--- src/design/dfir_pkg.sv ---
`default_nettype none

package dfir_pkg;

    localparam int MAX_TAPS     = 256;
    localparam int MAX_COEFS    = 256;
    localparam int SAMPLE_WIDTH = 24;
    localparam int COEF_WIDTH   = 24;
    localparam int OUT_WIDTH    = 24;

    localparam int TAP_AW    = $clog2(MAX_TAPS);
    localparam int COEF_AW   = $clog2(MAX_COEFS);
    localparam int LEN_W     = 9;
    localparam int DECIM_W   = 9;
    localparam int FILL_W    = 10;
    localparam int SCALE_W   = 32;
    localparam int SHIFT_W   = 6;
    localparam int CFG_IDX_W = 3;
    localparam int CFG_DATA_W = 32;

    localparam int CNT_W      = LEN_W;
    localparam int WRAP_STEPS = LEN_W;
    localparam int DVS_W      = LEN_W + TAP_AW;
    localparam int MPROD_W    = SAMPLE_WIDTH + COEF_WIDTH;
    localparam int ACC_W      = MPROD_W + TAP_AW;
    localparam int MUL_W      = 32;
    localparam int MULP_W     = MUL_W + SCALE_W;
    localparam int PROD_W     = ACC_W + SCALE_W;

    localparam logic [1:0] CMD_SAMPLE = 2'd0;
    localparam logic [1:0] CMD_LOAD   = 2'd1;
    localparam logic [1:0] CMD_CLEAR  = 2'd2;

    localparam logic [CFG_IDX_W-1:0] CFG_TAP_COUNT     = 3'd0;
    localparam logic [CFG_IDX_W-1:0] CFG_DECIMATION    = 3'd1;
    localparam logic [CFG_IDX_W-1:0] CFG_MINIMUM_PHASE = 3'd2;
    localparam logic [CFG_IDX_W-1:0] CFG_OUTPUT_SCALE  = 3'd3;
    localparam logic [CFG_IDX_W-1:0] CFG_SCALE_SHIFT   = 3'd4;

    localparam logic [LEN_W-1:0]   RST_TAP_COUNT  = 9'd256;
    localparam logic [DECIM_W-1:0] RST_DECIMATION = 9'd1;
    localparam logic [SCALE_W-1:0] RST_SCALE      = 32'd65536;
    localparam logic [SHIFT_W-1:0] RST_SHIFT      = 6'd16;

    localparam logic [OUT_WIDTH-1:0] OUT_POS_MAX = {1'b0, {(OUT_WIDTH-1){1'b1}}};
    localparam logic [OUT_WIDTH-1:0] OUT_NEG_MIN = {1'b1, {(OUT_WIDTH-1){1'b0}}};

    typedef struct packed {
        logic [1:0]                     command;
        logic signed [SAMPLE_WIDTH-1:0] sample;
        logic [COEF_AW-1:0]             coef_index;
        logic signed [COEF_WIDTH-1:0]   coefficient;
    } t_in_item;

    typedef struct packed {
        logic signed [OUT_WIDTH-1:0] filtered;
        logic                        saturated;
    } t_out_item;

    typedef struct packed {
        logic              take;
        logic              wrap_step;
        logic              mac_clr;
        logic              mac_issue;
        logic [TAP_AW-1:0] tap_idx;
        logic              abs_load;
        logic              mul_lo;
        logic              mul_hi;
        logic              sum_load;
        logic              shf_load;
        logic              rnd_load;
        logic              emit;
    } t_dp_cmd;

    typedef struct packed {
        logic             is_sample;
        logic             hit;
        logic [LEN_W-1:0] tap_total;
        logic             pipe_busy;
        logic             out_free;
    } t_dp_status;

endpackage

`default_nettype wire

--- src/design/dfir_ctrl.sv ---
`default_nettype none

module dfir_ctrl
    import dfir_pkg::*;
(
    input  logic       i_clk,
    input  logic       i_rst_n,
    input  logic       i_in_valid,
    output logic       o_in_ready,
    input  t_dp_status i_status,
    output t_dp_cmd    o_cmd
);

    typedef enum logic [10:0] {
        S_IDLE  = 11'b000_0000_0001,
        S_WRAP  = 11'b000_0000_0010,
        S_MAC   = 11'b000_0000_0100,
        S_DRAIN = 11'b000_0000_1000,
        S_ABS   = 11'b000_0001_0000,
        S_MULL  = 11'b000_0010_0000,
        S_MULH  = 11'b000_0100_0000,
        S_SUM   = 11'b000_1000_0000,
        S_SHF   = 11'b001_0000_0000,
        S_RND   = 11'b010_0000_0000,
        S_EMIT  = 11'b100_0000_0000
    } t_state;

    t_state           r_state, n_state;
    logic [CNT_W-1:0] r_cnt, n_cnt;
    logic [CNT_W-1:0] cnt_inc;

    assign cnt_inc = r_cnt + CNT_W'(1);

    always_comb begin
        n_state    = r_state;
        n_cnt      = r_cnt;
        o_cmd      = '0;
        o_in_ready = 1'b0;
        case (r_state)
            S_IDLE: begin
                o_in_ready = 1'b1;
                o_cmd.take = i_in_valid;
                n_cnt      = '0;
                if (i_in_valid && i_status.is_sample) begin
                    n_state = S_WRAP;
                end
            end
            S_WRAP: begin
                // restoring remainder of the next write position, one bit per step
                o_cmd.wrap_step = 1'b1;
                o_cmd.mac_clr   = 1'b1;
                n_cnt           = cnt_inc;
                if (r_cnt == CNT_W'(WRAP_STEPS - 1)) begin
                    n_cnt = '0;
                    if (!i_status.hit) begin
                        n_state = S_IDLE;
                    end else if (i_status.tap_total == '0) begin
                        n_state = S_ABS;
                    end else begin
                        n_state = S_MAC;
                    end
                end
            end
            S_MAC: begin
                o_cmd.mac_issue = 1'b1;
                o_cmd.tap_idx   = r_cnt[TAP_AW-1:0];
                n_cnt           = cnt_inc;
                if (cnt_inc == i_status.tap_total) begin
                    n_state = S_DRAIN;
                end
            end
            S_DRAIN: begin
                if (!i_status.pipe_busy) begin
                    n_state = S_ABS;
                end
            end
            S_ABS: begin
                o_cmd.abs_load = 1'b1;
                n_state        = S_MULL;
            end
            S_MULL: begin
                o_cmd.mul_lo = 1'b1;
                n_state      = S_MULH;
            end
            S_MULH: begin
                o_cmd.mul_hi = 1'b1;
                n_state      = S_SUM;
            end
            S_SUM: begin
                o_cmd.sum_load = 1'b1;
                n_state        = S_SHF;
            end
            S_SHF: begin
                o_cmd.shf_load = 1'b1;
                n_state        = S_RND;
            end
            S_RND: begin
                o_cmd.rnd_load = 1'b1;
                n_state        = S_EMIT;
            end
            S_EMIT: begin
                if (i_status.out_free) begin
                    o_cmd.emit = 1'b1;
                    n_state    = S_IDLE;
                end
            end
            default: begin
                n_state = S_IDLE;
                n_cnt   = '0;
            end
        endcase
    end

    always_ff @(posedge i_clk) begin
        if (!i_rst_n) begin
            r_state <= S_IDLE;
            r_cnt   <= '0;
        end else begin
            r_state <= n_state;
            r_cnt   <= n_cnt;
        end
    end

endmodule

`default_nettype wire

--- config.mk ---
export PLATFORM = sky130hd
export DESIGN_NAME = dfir_ctrl
export DESIGN_NICKNAME = d
export VERILOG_FILES = /design/src/design/dfir_pkg.sv /design/src/design/dfir_ctrl.sv
export SDC_FILE = /design/constraint.sdc
export NUM_CORES = 1
export LEC_CHECK = 0
export ABC_AREA = 1
export BUFFER_PORTS_ARGS = -buffer_cell sky130_fd_sc_hd__clkbuf_2
export CAP_MARGIN = 0
export CORE_MARGIN = 2
export CORE_UTILIZATION = 54
export DETAILED_ROUTE_END_ITERATION = 10
export GPL_ROUTABILITY_DRIVEN = 0
export PLACE_DENSITY = 0.79
export REMOVE_ABC_BUFFERS = 1
export SYNTH_ARGS = -nofsm -noshare
export SYNTH_HDL_FRONTEND = slang
export SYNTH_SLANG_ARGS = --single-unit
--- constraint.sdc ---
create_clock -name i_clk -period 2 [get_ports i_clk]
set_input_delay 0.2 -clock i_clk [delete_from_list [all_inputs] [get_ports i_clk]]
set_output_delay 0.2 -clock i_clk [all_outputs]
set_load 0.01 [all_outputs]
Word-level counts from Yosys, hierarchy flattened
Cells that the tools add are included.
{"block": "totals", "regBits": 20, "latchBits": 0, "ram_bits": 0, "romBits": 0, "in_bits": 16, "out_inout_bits": 20, "elab_cells": 47, "n_memories": 0}
{"block": "op_classes", "addsub": 1, "multipliers": 0, "n_div": 0, "magnitude_cmp": 0, "eq_ne": 18, "shift": 0, "muxes": 22, "n_bitwise": 0, "reduce_logical": 4}
{"operator": "$pmux W11 S11", "n": 1}
{"operator": "$mux W11", "n": 6}
{"operator": "$pmux W9 S3", "n": 1}
{"operator": "$mux W9", "n": 2}
{"operator": "$eq A11 B1 Y1 const B", "n": 1}
{"operator": "$eq A11 B10 Y1 const B", "n": 1}
{"operator": "$eq A11 B11 Y1 const B", "n": 1}
{"operator": "$eq A11 B2 Y1 const B", "n": 1}
{"operator": "$eq A11 B3 Y1 const B", "n": 1}
{"operator": "$eq A11 B4 Y1 const B", "n": 1}
{"operator": "$eq A11 B5 Y1 const B", "n": 1}
{"operator": "$eq A11 B6 Y1 const B", "n": 1}
{"operator": "$eq A11 B7 Y1 const B", "n": 1}
{"operator": "$eq A11 B8 Y1 const B", "n": 1}
{"operator": "$eq A11 B9 Y1 const B", "n": 1}
{"operator": "$mux W1", "n": 10}
{"operator": "$ne A2 B2 Y1 const B", "n": 5}
{"operator": "$add A9 B1 Y9 const B", "n": 1}
{"operator": "$eq A9 B4 Y1 const B", "n": 1}
{"operator": "$eq A9 B9 Y1", "n": 1}
{"operator": "$logic_not A9 Y1", "n": 1}
{"operator": "$reduce_or A8 Y1", "n": 1}
{"operator": "$mux W5", "n": 1}
{"operator": "$reduce_and A5 Y1", "n": 1}
{"operator": "other kinds (2)", "n": 2}

Longest topological paths before layout
Gate-level depths: netlist (run 1).
{"block": "logic_depth", "word_depth": 5, "mapped_depth": 15, "depth_no_buf": 15}

Least setup slack after synthesis (run 1)
OpenSTA, ideal clock, no wires.
{"block": "synth_timing", "path_kind": "register -> register", "startpoint": "reg r_cnt[0]", "endpoint": "reg r_state[2]", "t_arrival_ns": 1.640, "required_time_ns": 1.887, "path_slack_ns": 0.247, "stages_incl_launch_ff": 13, "path_buffers": 0, "period_less_slack_ns": 1.753, "path_cell_list": "dfxtp_1 -> inv_1 -> ha_1 -> xnor2_1 -> nand2_1 -> nor2_1 -> nand3_1 -> nor2_1 -> nand3_1 -> nand2_2 -> nand2_4 -> o21ai_1 -> inv_1"}
{"block": "synth_between", "elab_chain_cells": 4}
{"element": "from (decl)", "line": "dfir_ctrl.sv:29", "rtl": "logic [CNT_W-1:0] r_cnt, n_cnt;"}
{"element": "from (signal assigned)", "line": "dfir_ctrl.sv:120", "rtl": "r_cnt <= n_cnt;"}
{"element": "$add A9 B1 Y9", "line": "dfir_ctrl.sv:32", "rtl": "assign cnt_inc = r_cnt + CNT_W'(1);"}
{"element": "$eq A9 B9 Y1", "line": "dfir_ctrl.sv:68", "rtl": "if (cnt_inc == i_status.tap_total) begin"}
{"element": "$ne A2 B2 Y1 (no line)"}
{"element": "$reduce_and A5 Y1 (no line) *"}
{"element": "to (signal assigned)", "line": "dfir_ctrl.sv:119", "rtl": "r_state <= n_state;"}
{"element": "to (decl)", "line": "dfir_ctrl.sv:28", "rtl": "t_state r_state, n_state;"}
Mark *: on every way between the ends. The rest lies on a longest branch, timed or not.
A chain may end at the register's enable or synchronous reset.

==> metrics.yaml, run 1 <==
outcome:
  outcome: "completed"
pwr:
  p_per_area_mw_per_mm2: 797
  irDropWorstVdd_uv: 938
  p_leak_nw: 0.937
clock_tree:
  holdBufCountCts: 0
  insertion_delay_ns: 0.30
  numCtsBuffers: 3
  cts_num_sinks: 20
  clk_path_buf_depth: 2
  clockRootBuffer: "clkbuf_4"
  htreeDepth: 1
  cts_tree: "built"
  clk_pin_slew_ns: 0.11
drt:
  via_count: 1809
  drtIter0Drc: 101
  via_per_inst: 5.30
  drc: 0
  postRouteAntennaNets: 0
  wl_um: 3900
  avgRoutedWirePerCell_um: 11.4
  first_pass_iters: 4
synthesis:
  synth_area_leaders: "dfxtp_1, nand2_1, nand3_1"
  synth_area_per_cell_um2: 5.97
  asyncSetResetFlopFracSynth_pct: 0
  synth_cell_types: 32
  synth.cell_area_mm2: 0.00161
  ys.flop_type: "dfxtp_1"
  yosysMostFrequentCell: "nand2_1"
  yosysSeqAreaShare_pct: 24.9
  yosysTopAreaCell: "dfxtp_1"
  synth_edf_count: 0
  yosys-top-cells-count: "nand2_1, inv_1, nor2_1"
  synth-seq-cells: 20
  synthCells: 269
  yosys_warnings: 0
  synth_top_area_share_pct: 24.9
floorplanning:
  die-area_mm2: 0.00343
  ios: 36
  floorplan.initialDensity_pct: 57.8
  fp.dieW_um: 58.5
  die_h_um: 58.5
  row_count: 19
  coreArea_mm2: 0.00278
sta:
  max-slew-margin-rel_pct: 73.3
  finalCritPeriodShare_pct: 92.1
  hold_ws_ns: 0.241
  fin_crit_ns: 1.84
  setup_violations: 0
  skew_ns: 0.00252
  worst_slew_pin_slew_ns: 0.397
  slew_viol_final: 0
  finalHoldViolCount: 0
  max_freq_ghz: 0.543
layout:
  area_growth_pct: 18.1
  fillCellCount: 272
  fin_util_pct: 68.2
  antenna_cells: 0
  drive_gt1_share_pct: 27.4
  nNetsFinal: 329
  final_cells: 341
setup_path:
  cp.depth: 6
  start_kind: "flip-flop"
  path_cells: "nor2_2 -> nand2_2 -> nor2_2 -> nand2_4 -> inv_1 -> clkbuf_2"
  crit_required_ns: 1.80
  cp_slowest_cell: "dfxtp_1"
  crit_top_cell: "nor2_2"
  rr_worst_depth: 11
  crit_buf_inv: 2
  cp_slowest_stage_delay_ns: 0.35
  path_max_fanout: 10
  cp-end-kind: "primary output"
  critPathKind: "flip-flop to primary output"
  cp.arrival_ns: 1.64
  cp_top_family: "simple AND/OR/NAND/NOR gates"
grt:
  first_global_vias: 1623
  track_usage_pct: 25.7
  grt_max_degree: 12
  grt_pass1_wl_um: 6940
  overflow: 0
  antenna_found_initial: 0
flow_run:
  max_cap_violations: 0
placement:
  port-buffer-count: 35
  place_inst: 335
  dp_hpwl_um: 3190
worst_hold_path:
  min_path_type: "primary input to flip-flop"
  holdPathStages: 4
power by group:
| part | internal, mW | total (mW) | switching (mW) |
|---|---|---|---|
| clock network | 0.111 | 0.232 | 0.121 |
| logic | 0.284 | 0.800 | 0.516 |
| registers | 0.444 | 0.480 | 0.0356 |
| total | 0.839 | 1.51 | 0.672 |
cell type report:
class	count	area [µm²]	area share [%]
Clock buffer	4	36.3	1.91
Inverter	51	196	10.4
Multi-Input combinational cell	196	1010	53.5
Sequential cell	20	405	21.4
Tap cell	31	38.8	2.04
Timing Repair Buffer	39	205	10.8
flip-flops by register name, summed over array words and instances (netlist names):
signal   flops
r_state     11
r_cnt        9
through the flow:
step	power, mW	TNS, ns	cell area, µm²	setup WS (ns)
after floorplan	1.06	0	1590	0.247
after global placement	1.25	0	1820	0.135
after detailed placement	1.25	0	1820	0.142
after CTS	1.48	0	1860	0.0486
after global routing	1.65	-0.0194	1900	-0.0163
final	1.51	0	1900	0.157
placed cells by master (no fill, tap or decap), types with 2 or more instances in the layout:
master    netlist  final
nand2_1        58     58
inv_1          39     39
nor2_1         36     35
nand3_1        35     35
clkbuf_2        0     35
dfxtp_1        20     18
nor2_2          9     10
inv_2          10     10
a21oi_1        10     10
nand3_2         7      7
nor3_1          7      7
nand2_2         7      6
nand4_1         5      5
buf_4           1      4
o21ai_0         3      3
o21ai_1         3      3
clkbuf_4        1      3
nand2_4         1      2
nand3b_1        2      2
kinds of logic (layout without fill, tap and decap cells):
family                     Yosys count  in the layout  synth area share (%)
buffers and inverters               53             94                  13.2
adders and majority gates            2              2                  1.56
DFF                                 20             20                  24.9
and+or+nand+nor                    174            174                  53.4
xor gates and xnor gates             1              1                 0.545
AOI/OAI and AO/OA                   19             19                  6.39
worst paths after layout:
| path | from | to | slack, ns |
|---|---|---|---|
| max | r_state[4] | o_cmd[15] | 0.16 |
| min | i_status[12] | r_state[0] | 0.24 |
| max reg2reg | r_cnt[4] | r_state[0] | 0.19 |
| min reg2reg | r_cnt[6] | r_cnt[6] | 0.51 |
routing by layer:
| layer | vias to the layer above | GRT usage (%) | wire, µm |
|---|---|---|---|
| li1 | 938 | - | - |
| met1 | 797 | 33.7 | 1750 |
| met2 | 64 | 43.7 | 1830 |
| met3 | 10 | 2.64 | 236 |
| met4 | 0 | 9.30 | 78 |
| met5 | - | 0 | 0 |
timing repair:
item,CTS,global route
setup buffers,0,2
resized for setup,0,6
hold endpoints to repair,0,0
setup endpoints to repair,0,20
worst min-delay path, stage by stage:
cell and delay, ns:
clkbuf_2 0.08, nand2_1 0.08, nand2_1 0.08, nand3_1 0.08
Note: power is estimated with default switching activity, not from simulation.
==> run 2: changes to the inputs <==
--- a/config.mk
+++ b/config.mk
@@ -6,7 +6,7 @@
 export NUM_CORES = 1
 export LEC_CHECK = 0
 export ABC_AREA = 1
-export BUFFER_PORTS_ARGS = -buffer_cell sky130_fd_sc_hd__clkbuf_2
+export BUFFER_PORTS_ARGS = -buffer_cell sky130_fd_sc_hd__buf_2
 export CAP_MARGIN = 0
 export CORE_MARGIN = 2
 export CORE_UTILIZATION = 54
==> run 2 against run 1 <==
Against the previous run:
- sequential power about the same
- maximum frequency down 0.69%
- total power down 2.3%
- register-to-register slack worse by 0.05 ns
- cell area down 1.6%
- worst hold slack better by 0.016 ns
- utilization down 1.1 points
- wire length down 0.15%
- clock power about the same
- critical endpoint is now r_state[2]
- highest routed layer unchanged
==> metrics.yaml, run 2 (synthesized netlist as in run 1, its figures left out) <==
outcome:
  outcome: "completed"  # unchanged
layout:
  final_cells: 339  # was 341
  largest_register_ff_count: 11  # unchanged
  area_growth_pct: 16.2  # was 18.1%
  antenna_cells: 0  # unchanged
  final_area_mm2: 0.00187  # was 0.00190 mm²
  layout_commonest_cell: "nand2_1"  # unchanged
  fillCellCount: 275  # was 272
  mostFrequentLayoutCells: "nand2_1, inv_1, nor2_1, nand3_1, buf_2"  # was nand2_1, inv_1, nor2_1, nand3_1, clkbuf_2
  top_regs: "r_state x11, r_cnt x9"  # unchanged
  drive_gt1_share_pct: 26.6  # was 27.4%
  nNetsFinal: 327  # was 329
  top_register: "r_state"  # unchanged
drt:
  postRouteAntennaNets: 0  # unchanged
  first_pass_iters: 4  # unchanged
  wl_um: 3890  # was 3900 µm
  avgRoutedWirePerCell_um: 11.5  # was 11.4 µm
  via_count: 1775  # was 1809
  drtIter0Drc: 114  # was 101
  via_per_inst: 5.24  # was 5.30
  drc: 0  # unchanged
sta:
  setup_violations: 0  # unchanged
  rsz0062_at_grt: "no"
  finalHoldViolCount: 0  # unchanged
  worst_slew_pin_slew_ns: 0.356  # was 0.397 ns
  slew_viol_final: 0  # unchanged
  max_freq_ghz: 0.539  # was 0.543 GHz
  finalCritPeriodShare_pct: 92.8  # was 92.1%
  skew_ns: 0.00475  # was 0.00252 ns
  tns_ns: 0  # unchanged
  fin_crit_ns: 1.86  # was 1.84 ns
  max-slew-margin-rel_pct: 76.1  # was 73.3%
  hold_ws_ns: 0.256  # was 0.241 ns
grt:
  first_global_vias: 1568  # was 1623
  grt_max_degree: 12  # unchanged
  overflow: 0  # unchanged
  grt_pass1_wl_um: 6540  # was 6940 µm
  antenna_found_initial: 0  # unchanged
  track_usage_pct: 24.1  # was 25.7%
floorplanning:
  coreArea_mm2: 0.00278  # unchanged
  fp.dieW_um: 58.5  # unchanged
  row_count: 19  # unchanged
  floorplan.initialDensity_pct: 57.8  # unchanged
  die_h_um: 58.5  # unchanged
  ios: 36  # unchanged
  die-area_mm2: 0.00343  # unchanged
pwr:
  p_seq_share_pct: 32.5  # was 31.8%
  pwr-share-clk_pct: 15.7  # was 15.3%
  p_switching_uw: 663  # was 672 µW
  totalPowerFinal_mw: 1.48  # was 1.51 mW
  p_per_area_mw_per_mm2: 791  # was 797 mW/mm²
  irDropWorstVdd_uv: 912  # was 938 µV
  p_leak_nw: 0.941  # was 0.937 nW
  power.internal_uw: 814  # was 839 µW
  pwr-share-comb_pct: 51.8  # was 52.9%
  switching_share_pct: 44.9  # was 44.5%
placement:
  place_inst: 335  # unchanged
  port-buffer-count: 35  # unchanged
  dp_hpwl_um: 3180  # was 3190 µm
  post_dp_cell_area_mm2: 0.00182  # unchanged
setup_path:
  cp-end-kind: "flip-flop"  # was primary output
  crit_required_ns: 2.20  # was 1.80 ns
  cp.arrival_ns: 2.06  # was 1.64 ns
  timing.reg2reg.setup_slack_ns: 0.14  # was 0.19 ns
  critPathKind: "flip-flop to flip-flop"  # was flip-flop to primary output
  path_max_fanout: 6  # was 10
  start_kind: "flip-flop"  # unchanged
clock_tree:
  holdBufCountCts: 0  # unchanged
  cts_tree: "built"  # unchanged
  clk_pin_slew_ns: 0.10  # was 0.11 ns
  cts_num_sinks: 20  # unchanged
  numCtsBuffers: 3  # unchanged
  clk_path_buf_depth: 2  # unchanged
  htreeDepth: 1  # unchanged
  insertion_delay_ns: 0.30  # about the same
  clockRootBuffer: "clkbuf_4"  # unchanged
worst_hold_path:
  min_path_type: "primary input to flip-flop"  # unchanged
flow_run:
  max_cap_violations: 0  # unchanged
-- run 2: worst max-delay path, cell delays in order (launching register included) --
cell     delay (ns)
dfxtp_2        0.37
inv_1          0.06
ha_1           0.32
xnor2_1        0.17
nand2_1        0.07
nor2_1         0.11
nand3_1        0.07
nor2_1         0.12
nand3_1        0.11
nand2_2        0.10
nand2_4        0.09
o21ai_1        0.13
inv_1          0.04
-- run 2: final timing paths --
kind,startpoint,endpoint,depth (start not counted)
hold reg to reg,r_cnt[1],r_cnt[1],2
setup / recovery,r_cnt[0],r_state[2],12
setup reg to reg,r_cnt[0],r_state[2],12
hold / removal,i_status[12],r_state[0],4
-- run 2: final cells by class --
cell class              count  area, µm²  area share [%]
repair buffers             37        190            10.2
clock buffers               4       36.3            1.94
flip-flops and latches     20        403            21.6
multi-input cells         196       1000            53.7
inverters                  51        196            10.5
well taps                  31       38.8            2.08
-- run 2: layer usage --
metal / vias to the layer above / wire length, µm / GRT usage (%)
met4: 0 / 40 / 5.98
li1: 930 / - / -
met5: - / 0 / 0
met2: 50 / 1850 / 43.5
met1: 791 / 1750 / 30.7
met3: 4 / 249 / 2.42
-- run 2: power groups by stage --
stage                     clock [mW]  sequential, mW  combinational [mW]
after floorplan                    0           0.483               0.576
after global placement             0           0.488               0.754
after detailed placement           0           0.488               0.757
after CTS                      0.238           0.479               0.762
after global routing           0.250           0.489               0.867
final                          0.231           0.481               0.765
-- run 2: metrics by stage --
| step | setup WS, ns | util [%] |
|---|---|---|
| floorplan | 0.247 | - |
| global placement | 0.122 | 65.5 |
| detailed placement | 0.125 | 65.5 |
| CTS | 0.0941 | 66.8 |
| global route | 0.00644 | 67.1 |
| finish | 0.144 | 67.1 |
-- run 2: timing repair --
item,in CTS,in global routing
gates resized for setup,0,4
endpoints found under the setup margin,0,20
setup buffers,0,0
